`src/rtl/core/ffea_pkg.sv`:
```
// Package for the first-fit extent allocator: codes, command and status types.
// Used by the controller, datapath, top level and checkers; depends on nothing.
package ffea_pkg;

  localparam int unsigned CFG_IW = 3;

  localparam logic [CFG_IW-1:0] REG_HEAP_BASE       = 3'd0;
  localparam logic [CFG_IW-1:0] REG_HEAP_LIMIT      = 3'd1;
  localparam logic [CFG_IW-1:0] REG_PAGE_BYTES      = 3'd2;
  localparam logic [CFG_IW-1:0] REG_GROW_MIN        = 3'd3;
  localparam logic [CFG_IW-1:0] REG_GIVE_BACK       = 3'd4;
  localparam logic [CFG_IW-1:0] REG_MIN_BLOCK       = 3'd5;
  localparam logic [CFG_IW-1:0] REG_LARGE_THRESHOLD = 3'd6;

  localparam logic [2:0] ST_OK    = 3'd0;
  localparam logic [2:0] ST_ZERO  = 3'd1;
  localparam logic [2:0] ST_LARGE = 3'd2;
  localparam logic [2:0] ST_OOM   = 3'd3;
  localparam logic [2:0] ST_FULL  = 3'd4;

  localparam logic [31:0] RST_HEAP_LIMIT = 32'd268435456;
  localparam logic [16:0] RST_PAGE_BYTES = 17'd4096;
  localparam logic [31:0] RST_GROW_MIN   = 32'd33554432;
  localparam logic [31:0] RST_GIVE_BACK  = 32'd33554432;
  localparam logic [12:0] RST_MIN_BLOCK  = 13'd32;
  localparam logic [31:0] RST_LARGE_THR  = 32'd1048576;
  localparam logic [12:0] MIN_BLOCK_FLOOR = 13'd16;

  typedef enum logic [4:0] {
    OP_NONE, OP_LOAD, OP_ROUND, OP_SCAN_START, OP_SCAN_RD, OP_SCAN_NEXT,
    OP_SPLIT, OP_TAKE, OP_DROP_RD, OP_DROP_WR, OP_DROP_END, OP_DIV, OP_PAGES,
    OP_GROW_PUT, OP_GROW_COMMIT, OP_PUT_INIT, OP_PUT_RD, OP_PUT_LEFT,
    OP_PUT_STOP, OP_MERGE_BOTH, OP_MERGE_LEFT, OP_MERGE_RIGHT, OP_SHUP_START,
    OP_SHUP_RD, OP_SHUP_WR, OP_INSERT, OP_TAIL_RD, OP_TAIL_CUT, OP_TAIL_DROP,
    OP_PUBLISH
  } op_e;

  typedef struct packed {
    op_e        op;
    logic       st_we;
    logic [2:0] st;
  } cmd_t;

  typedef struct packed {
    logic is_free;
    logic zero;
    logic outside;
    logic ns_ge_need;
    logic over_thr;
    logic idx_lt_count;
    logic fit;
    logic rest_ge_mb;
    logic le_a;
    logic div_last;
    logic grow_bad;
    logic tail_ge_mb;
    logic left;
    logic right;
    logic full;
    logic drop_more;
    logic shup_more;
    logic tail_hit;
    logic tail_base;
    logic tail_gt;
    logic out_busy;
  } sts_t;

endpackage

```
`src/rtl/core/ffea_ctrl.sv`:
```
// Sequencing state machine of the allocator: issues one datapath command a cycle, holding while the result is stalled.
// Depends on ffea_pkg.
module ffea_ctrl import ffea_pkg::*; (
  input  logic clk_i,
  input  logic rst_ni,
  input  logic req_valid_i,
  output logic req_ready_o,
  input  sts_t sts_i,
  output cmd_t cmd_o
);
  localparam logic [4:0] S_IDLE     = 5'd0;
  localparam logic [4:0] S_CHK      = 5'd1;
  localparam logic [4:0] S_ROUND    = 5'd2;
  localparam logic [4:0] S_LARGE    = 5'd3;
  localparam logic [4:0] S_SCAN_RD  = 5'd4;
  localparam logic [4:0] S_SCAN_CK  = 5'd5;
  localparam logic [4:0] S_DROP     = 5'd6;
  localparam logic [4:0] S_DROP_WR  = 5'd7;
  localparam logic [4:0] S_DIV      = 5'd8;
  localparam logic [4:0] S_PAGES    = 5'd9;
  localparam logic [4:0] S_GROW_CK  = 5'd10;
  localparam logic [4:0] S_PUT_INIT = 5'd11;
  localparam logic [4:0] S_PUT_RD   = 5'd12;
  localparam logic [4:0] S_PUT_CK   = 5'd13;
  localparam logic [4:0] S_PUT_DEC  = 5'd14;
  localparam logic [4:0] S_SHUP     = 5'd15;
  localparam logic [4:0] S_SHUP_WR  = 5'd16;
  localparam logic [4:0] S_PUT_OK   = 5'd17;
  localparam logic [4:0] S_TAIL_RD  = 5'd18;
  localparam logic [4:0] S_TAIL_CK  = 5'd19;
  localparam logic [4:0] S_PUB      = 5'd20;

  logic [4:0] state_q, state_d;
  // Set when a removal was started by a two-sided merge and must then go on to the put-done state.
  logic       ret_q, ret_d;

  assign req_ready_o = (state_q == S_IDLE);

  always_comb begin
    state_d   = state_q;
    ret_d     = ret_q;
    cmd_o     = '{op: OP_NONE, st_we: 1'b0, st: ST_OK};
    case (state_q)
      S_IDLE: begin
        if (req_valid_i) begin
          cmd_o.op = OP_LOAD;
          state_d  = S_CHK;
        end
      end
      S_CHK: begin
        if (sts_i.zero) begin
          cmd_o.st_we = 1'b1;
          cmd_o.st    = ST_ZERO;
          state_d     = S_PUB;
        end else if (sts_i.is_free) begin
          state_d = sts_i.outside ? S_PUB : S_PUT_INIT;
        end else begin
          state_d = S_ROUND;
        end
      end
      S_ROUND: begin
        if (sts_i.ns_ge_need) begin
          state_d = S_LARGE;
        end else begin
          cmd_o.op = OP_ROUND;
        end
      end
      S_LARGE: begin
        if (sts_i.over_thr) begin
          cmd_o.st_we = 1'b1;
          cmd_o.st    = ST_LARGE;
          state_d     = S_PUB;
        end else begin
          cmd_o.op = OP_SCAN_START;
          state_d  = S_SCAN_RD;
        end
      end
      S_SCAN_RD: begin
        if (sts_i.idx_lt_count) begin
          cmd_o.op = OP_SCAN_RD;
          state_d  = S_SCAN_CK;
        end else begin
          state_d = S_DIV;
        end
      end
      S_SCAN_CK: begin
        if (sts_i.fit && sts_i.rest_ge_mb) begin
          cmd_o.op = OP_SPLIT;
          state_d  = S_PUB;
        end else if (sts_i.fit) begin
          cmd_o.op = OP_TAKE;
          ret_d    = 1'b0;
          state_d  = S_DROP;
        end else begin
          cmd_o.op = OP_SCAN_NEXT;
          state_d  = S_SCAN_RD;
        end
      end
      S_DROP: begin
        if (sts_i.drop_more) begin
          cmd_o.op = OP_DROP_RD;
          state_d  = S_DROP_WR;
        end else begin
          cmd_o.op = OP_DROP_END;
          state_d  = ret_q ? S_PUT_OK : S_PUB;
        end
      end
      S_DROP_WR: begin
        cmd_o.op = OP_DROP_WR;
        state_d  = S_DROP;
      end
      S_DIV: begin
        cmd_o.op = OP_DIV;
        if (sts_i.div_last) begin
          state_d = S_PAGES;
        end
      end
      S_PAGES: begin
        cmd_o.op = OP_PAGES;
        state_d  = S_GROW_CK;
      end
      S_GROW_CK: begin
        if (sts_i.grow_bad) begin
          cmd_o.st_we = 1'b1;
          cmd_o.st    = ST_OOM;
          state_d     = S_PUB;
        end else if (sts_i.tail_ge_mb) begin
          cmd_o.op = OP_GROW_PUT;
          state_d  = S_PUT_INIT;
        end else begin
          cmd_o.op = OP_GROW_COMMIT;
          state_d  = S_PUB;
        end
      end
      S_PUT_INIT: begin
        cmd_o.op = OP_PUT_INIT;
        state_d  = S_PUT_RD;
      end
      S_PUT_RD: begin
        if (sts_i.idx_lt_count) begin
          cmd_o.op = OP_PUT_RD;
          state_d  = S_PUT_CK;
        end else begin
          cmd_o.op = OP_PUT_STOP;
          state_d  = S_PUT_DEC;
        end
      end
      S_PUT_CK: begin
        if (sts_i.le_a) begin
          cmd_o.op = OP_PUT_LEFT;
          state_d  = S_PUT_RD;
        end else begin
          cmd_o.op = OP_PUT_STOP;
          state_d  = S_PUT_DEC;
        end
      end
      S_PUT_DEC: begin
        if (sts_i.left && sts_i.right) begin
          cmd_o.op = OP_MERGE_BOTH;
          ret_d    = 1'b1;
          state_d  = S_DROP;
        end else if (sts_i.left) begin
          cmd_o.op = OP_MERGE_LEFT;
          state_d  = S_PUT_OK;
        end else if (sts_i.right) begin
          cmd_o.op = OP_MERGE_RIGHT;
          state_d  = S_PUT_OK;
        end else if (sts_i.full) begin
          cmd_o.st_we = 1'b1;
          cmd_o.st    = ST_FULL;
          state_d     = S_PUB;
        end else begin
          cmd_o.op = OP_SHUP_START;
          state_d  = S_SHUP;
        end
      end
      S_SHUP: begin
        if (sts_i.shup_more) begin
          cmd_o.op = OP_SHUP_RD;
          state_d  = S_SHUP_WR;
        end else begin
          cmd_o.op = OP_INSERT;
          state_d  = S_PUT_OK;
        end
      end
      S_SHUP_WR: begin
        cmd_o.op = OP_SHUP_WR;
        state_d  = S_SHUP;
      end
      S_PUT_OK: begin
        if (sts_i.is_free) begin
          state_d = S_TAIL_RD;
        end else begin
          cmd_o.op = OP_GROW_COMMIT;
          state_d  = S_PUB;
        end
      end
      S_TAIL_RD: begin
        cmd_o.op = OP_TAIL_RD;
        state_d  = S_TAIL_CK;
      end
      S_TAIL_CK: begin
        if (sts_i.tail_hit && !sts_i.tail_base) begin
          cmd_o.op = OP_TAIL_DROP;
        end else if (sts_i.tail_hit && sts_i.tail_gt) begin
          cmd_o.op = OP_TAIL_CUT;
        end
        state_d = S_PUB;
      end
      S_PUB: begin
        if (!sts_i.out_busy) begin
          cmd_o.op = OP_PUBLISH;
          state_d  = S_IDLE;
        end
      end
      default: begin
        state_d = S_IDLE;
      end
    endcase
  end

  always_ff @(posedge clk_i or negedge rst_ni) begin
    if (!rst_ni) begin
      state_q <= S_IDLE;
      ret_q   <= 1'b0;
    end else begin
      state_q <= state_d;
      ret_q   <= ret_d;
    end
  end
endmodule

```
`config.mk`:
```
export PLATFORM = sky130hd
export DESIGN_NAME = ffea_ctrl
export DESIGN_NICKNAME = d
export VERILOG_FILES = /design/src/rtl/core/ffea_pkg.sv /design/src/rtl/core/ffea_ctrl.sv
export SDC_FILE = /design/constraint.sdc
export NUM_CORES = 1
export LEC_CHECK = 0
export ABC_AREA = 1
export BUFFER_PORTS_ARGS = -buffer_cell sky130_fd_sc_hd__buf_2
export CORE_UTILIZATION = 46
export CTS_CLUSTER_SIZE = 24
export DETAILED_ROUTE_END_ITERATION = 12
export PLACE_DENSITY_LB_ADDON = 0.08
export SYNTH_ARGS = -nofsm -noshare
export SYNTH_HDL_FRONTEND = slang
export SYNTH_SLANG_ARGS = --single-unit
```
`constraint.sdc`:
```
create_clock -name clk_i -period 1.3 [get_ports clk_i]
set_input_delay 0.13 -clock clk_i [delete_from_list [all_inputs] [get_ports clk_i]]
set_output_delay 0.13 -clock clk_i [all_outputs]
set_load 0.1 [all_outputs]
```
==> results of run 1 <==
[kinds of logic after synthesis]
family          Yosys count  share of synthesized area (%)
compound gates           14                           7.04
fa+ha+maj                 2                           2.23
buf+inv                  35                           12.4
flops                     6                           13.4
simple gates            159                           64.9
[metrics by stage]
stage	TNS (ps)	cell area [um^2]	hold WS (ps)	util (%)	setup WS [ps]
4_1_cts	-6140	2090	146	92.8	-562
2_1_floorplan	-4090	1220	-166	-	-970
3_5_place_dp	-3870	1880	-36.9	83.2	-368
3_3_place_gp	-3350	1880	-40.8	83.2	-368
[Yosys cell counts]
master,instances,area (um^2)
nor2_1,37,139
buf_6,1,11.3
dfrtp_1,6,150
a21oi_1,2,10.0
ha_1,2,25.0
o211ai_1,1,7.51
o21ai_0,8,40.0
nand4_1,7,43.8
nor3_1,5,25.0
a21o_1,1,7.51
nand2_1,68,255
nand3_2,1,10.0
o21ai_1,1,5.00
inv_1,31,116
inv_2,3,11.3
a32oi_1,1,8.76
nand2_2,3,18.8
nor2_4,5,56.3
nand3b_1,4,30.0
nor2_2,3,18.8
nand3_1,26,130
[what timing repair did]
item | CTS
pin swaps | 8
endpoints found under the setup margin | 16
hold buffers | 1
hold endpoints to repair | 6
buffers inserted | 10
gates resized for setup | 31
==> results.md, run 1 <==
- Status: aborted with a tool error
- Last flow stage reached: global routing
- Error msg: [ERROR DPL-0038] Utilization greater than 100%, impossible to legalize
- Die width: 51.3 um
- Cells after DPL: 318
- Post-DP HPWL: 3570 um
- Largest net degree at the start of global routing: 7
- Post-synthesis sequential area ratio: 13.4%
- Distinct cells, synth: 21
- Die height: 51.3 um
- Total CTS buffers: 3
- Synthesized net count: 242
- Last worst endpoint in the global-route repair_timing: cmd_o[5]
- # rows: 17
- YS warnings: 0
- Htree depth: 1
- Initial Util: 49.7%
- GPL Wtd Cong: 1.01
- Netlist Area Pre-Place: 0.00112 mm^2
- Root Buffer: clkbuf_4
- Synth Instances: 216
- IO Port Bufs: 33
- Register bit total from synthesis: 6
- Buffer depth of the longest clock path: 2
- Synth Area per Inst: 5.18 um^2
- Worst endpoint type: output port
- Top Ports: 34
- Clock Sinks: 6
==> inputs of run 2 (changes only) <==
Settings changed: CORE_AREA from default to 2 2 63 65, CORE_UTILIZATION 46 to default, CTS_CLUSTER_SIZE 24 to default, DIE_AREA from default to 0 0 65 67, PLACE_DENSITY_LB_ADDON 0.08 to 0.15.
Clock period 1.3 ns to 1.7 ns, I/O delays scaled along.
==> results.md, run 2 <==
- Hold endpoint: ret_q$_DFFE_PN0P_
- DRT iter0 DRCs: 98
- DRC Markers: 0
- Clock slew at reported path FFs: 40 ps
- CTS tree: built
- Top_reg_cell synth: dfrtp_1
- DR vias: 1583
- Antenna Cells: 0
- Commonest non-fill, non-tap cell in the layout: nand2_1
- HP Start: sts_i[13]
- Largest net degree at the start of global routing: 8
- Netlist Area Pre-Place: 0.00112 mm^2
- Reg with most FFs: state_q
- Top Ports: 34
- Routed Antenna Nets: 0
- RSZ-0062 raised after global routing: yes
- Async S/R FF share, synth: 100%
- Die width: 65 um
- Post-synth top area share: 22.8%
- Post-DP HPWL: 3440 um
- Distinct cells, synth: 21
- Core ar.: 0.00361 mm^2
- Cell with the most instances after synthesis: nand2_1
- Leading registers by flop count: state_q: 5 flops, ret_q: 1 flops
- Post-route setup slack: -210 ps
- Final setup viols: 6
- Top cells by area, synth: nand2_1 (23%), dfrtp_1 (13%), nor2_1 (12%)
- Largest family of logic cells by synthesized area: simple AND/OR/NAND/NOR gates
- GPL Wtd Cong: 0.983
- Synth Area in Simple Gates: 64.9%
- Detailed-route wire length per cell: 12.9 um
- Post-Route Skew: 2.27 ps
- Via density: 4.86
- CP Cell Sequence: buf_4, nand3_4, inv_1, nand2_2, nand3_2, nor2_1, nand4_1, buf_12
- CP endpoint kind: output port
- Die area: 0.00436 mm^2
- Buffer depth of the longest clock path: 2
- Status: finished, violations left
- YS warnings: 0
- Worst path slowest cell: dfrtp_2
- Fmax: 524 MHz
- Crit Path Max Fanout: 5
- Worst Setup Path Type: flop to output port
- Commonest cells after routing, fill and taps aside: nand2_1 (51), nor2_1 (28), inv_1 (27)
- Total wire length: 4210 um
- Total CTS buffers: 3
- Post-synth EDFFs: 0
- Cell count of the worst hold path: 3
- Nets: 305
- Drt pass-1 iters: 4
- CP top delay family: simple AND/OR/NAND/NOR gates
- Initial Util: 31.1%
- Reg-to-reg startpoint: state_q[0]$_DFFE_PN0P_
- Mux share of post-synthesis cell area: 0%
- Vias in the first global route: 1463
- Crit path from: state_q[0]$_DFFE_PN0P_
- Post-Route M1 WL: 1910 um
- Die height: 67 um
- Synth Instances: 216
- Root Buffer: clkbuf_8
- Worst path bufs/invs: 3
- Failing checks: setup timing
- R2R Setup Slk: 90 ps
- Worst Reg-to-Reg Cells: 11
- Htree depth: 1
- Worst path arrival time: 1740 ps
- Clk_lat worst skew: 220 ps
- Top Metal Used: met4
- Post-synth top cells: nand2_1 (68), nor2_1 (37), inv_1 (31)
- Startpoint Class: flop
- Register bit total from synthesis: 6
- Largest register FFs: 5
- Pwr Density: 2000 mW/mm^2
- GRT Resource Usage Total: 20.4%
- Initial antenna violation count: 0
- Max-slew violations: 0
- Compound-Gate Fraction of Synth Area: 7.04%
- Post-synthesis sequential area ratio: 13.4%
- Clock Sinks: 6
- Synth Area per Inst: 5.18 um^2
- WL met2: 2060 um
- Dpl ws: -16.2 ps
- # rows: 22
- Max-cap violations: 0
- First-pass GRT wire length: 6870 um
- Xor/xnor cell area share of the yosys netlist: 0%
- Final Hold Fails: 0
- Post-Synth Adder-Cell Area: 2.23%
- Tcrit/Tclk final: 112%
- Met3 wire length: 215 um
- Synthesized net count: 242
- Dominant cell type by area after synthesis: nand2_1
- Critical Path Max Stage Delay: 450 ps
- IO Port Bufs: 33
- Worst relative slew slack: 77.4%
- LEAKAGE: 1.06 nW
- Share of layout cells above drive strength 1: 42.1%
- Peak supply drop: 0.000720 V
- Worst Path Required: 1530 ps
- Worst slew pin tran: 336 ps
- Area growth, synth to finish: 68.0%
- Minimum clock period: 1910 ps
- Congestion Overflow GR: 0
- Crit Reg-Reg Endpoint: state_q[0]$_DFFE_PN0P_
- Final Power: 3.76 mW
- Worst min path class: input pin to flop
[run 2: area by class of cell]
class / instances / area [um^2]
multi-input cells: 175 / 963
clock buffers: 4 / 45.0
repair buffers: 59 / 520
well taps: 48 / 60.1
flip-flops and latches: 6 / 156
inverters: 34 / 136
fillers: 369 / 1720
[run 2: repair_timing]
item / in CTS / in global routing
gates resized for setup: 19 / 20
setup endpoints to repair: 9 / 9
pin swaps: 6 / 13
hold buffers: 1 / 0
endpoints found under the hold margin: 6 / 0
buffers inserted: 5 / 5
[run 2: routing by layer]
metal / GRT usage (%) / up-vias
li1: - / 815
met5: 0 / -
met3: 2.87 / 2
met4: 1.33 / 0
met1: 27.9 / 726
met2: 35.6 / 40
[run 2: worst max-delay path by stage]
stage	cells after the start	slack, ps	to
2_1_floorplan	8	-610	cmd_o[4]
3_3_place_gp	9	-0.6	cmd_o[5]
3_5_place_dp	8	-20	cmd_o[5]
4_1_cts	8	-160	cmd_o[4]
5_1_grt	8	-270	cmd_o[5]
6_report	8	-210	cmd_o[6]
[run 2: logic make-up (layout without fill, tap and decap cells)]
family / count (synthesis) / count (layout)
fa+ha+maj: 2 / 2
simple gates: 159 / 159
compound gates: 14 / 14
buf+inv: 35 / 97
flops: 6 / 6
[run 2: stage by stage]
step | std cells | cell area (um^2) | setup TNS, ps | hold WS (ps) | utilization, %
after floorplan | 216 | 1150 | -1610 | -126 | -
after global placement | 311 | 1630 | -0.616 | -4.37 | 45.2
after detailed placement | 311 | 1630 | -22.0 | 0.442 | 45.2
after CTS | 321 | 1790 | -922 | 242 | 49.5
after global routing | 326 | 1880 | -1590 | 312 | 52.2
final | 326 | 1880 | -933 | 252 | 52.2
[run 2: power breakdown]
group          total (mW)  switching, mW  internal [mW]
clock               0.225         0.0637          0.161
combinational        3.20           2.04           1.15
sequential          0.339          0.116          0.223
total                3.76           2.22           1.54
[run 2: worst register-to-register path, cell delays in order, from the launching register on]
cell and delay, ps:
dfrtp_2 450, inv_4 110, nand2_4 50, nor2_4 260, nand3_2 120, buf_4 150, buf_4 120, nand2_1 50
nor2_1 40, nand3_1 90, nand2_1 60, inv_1 50
(Power assumes the default switching activity.)
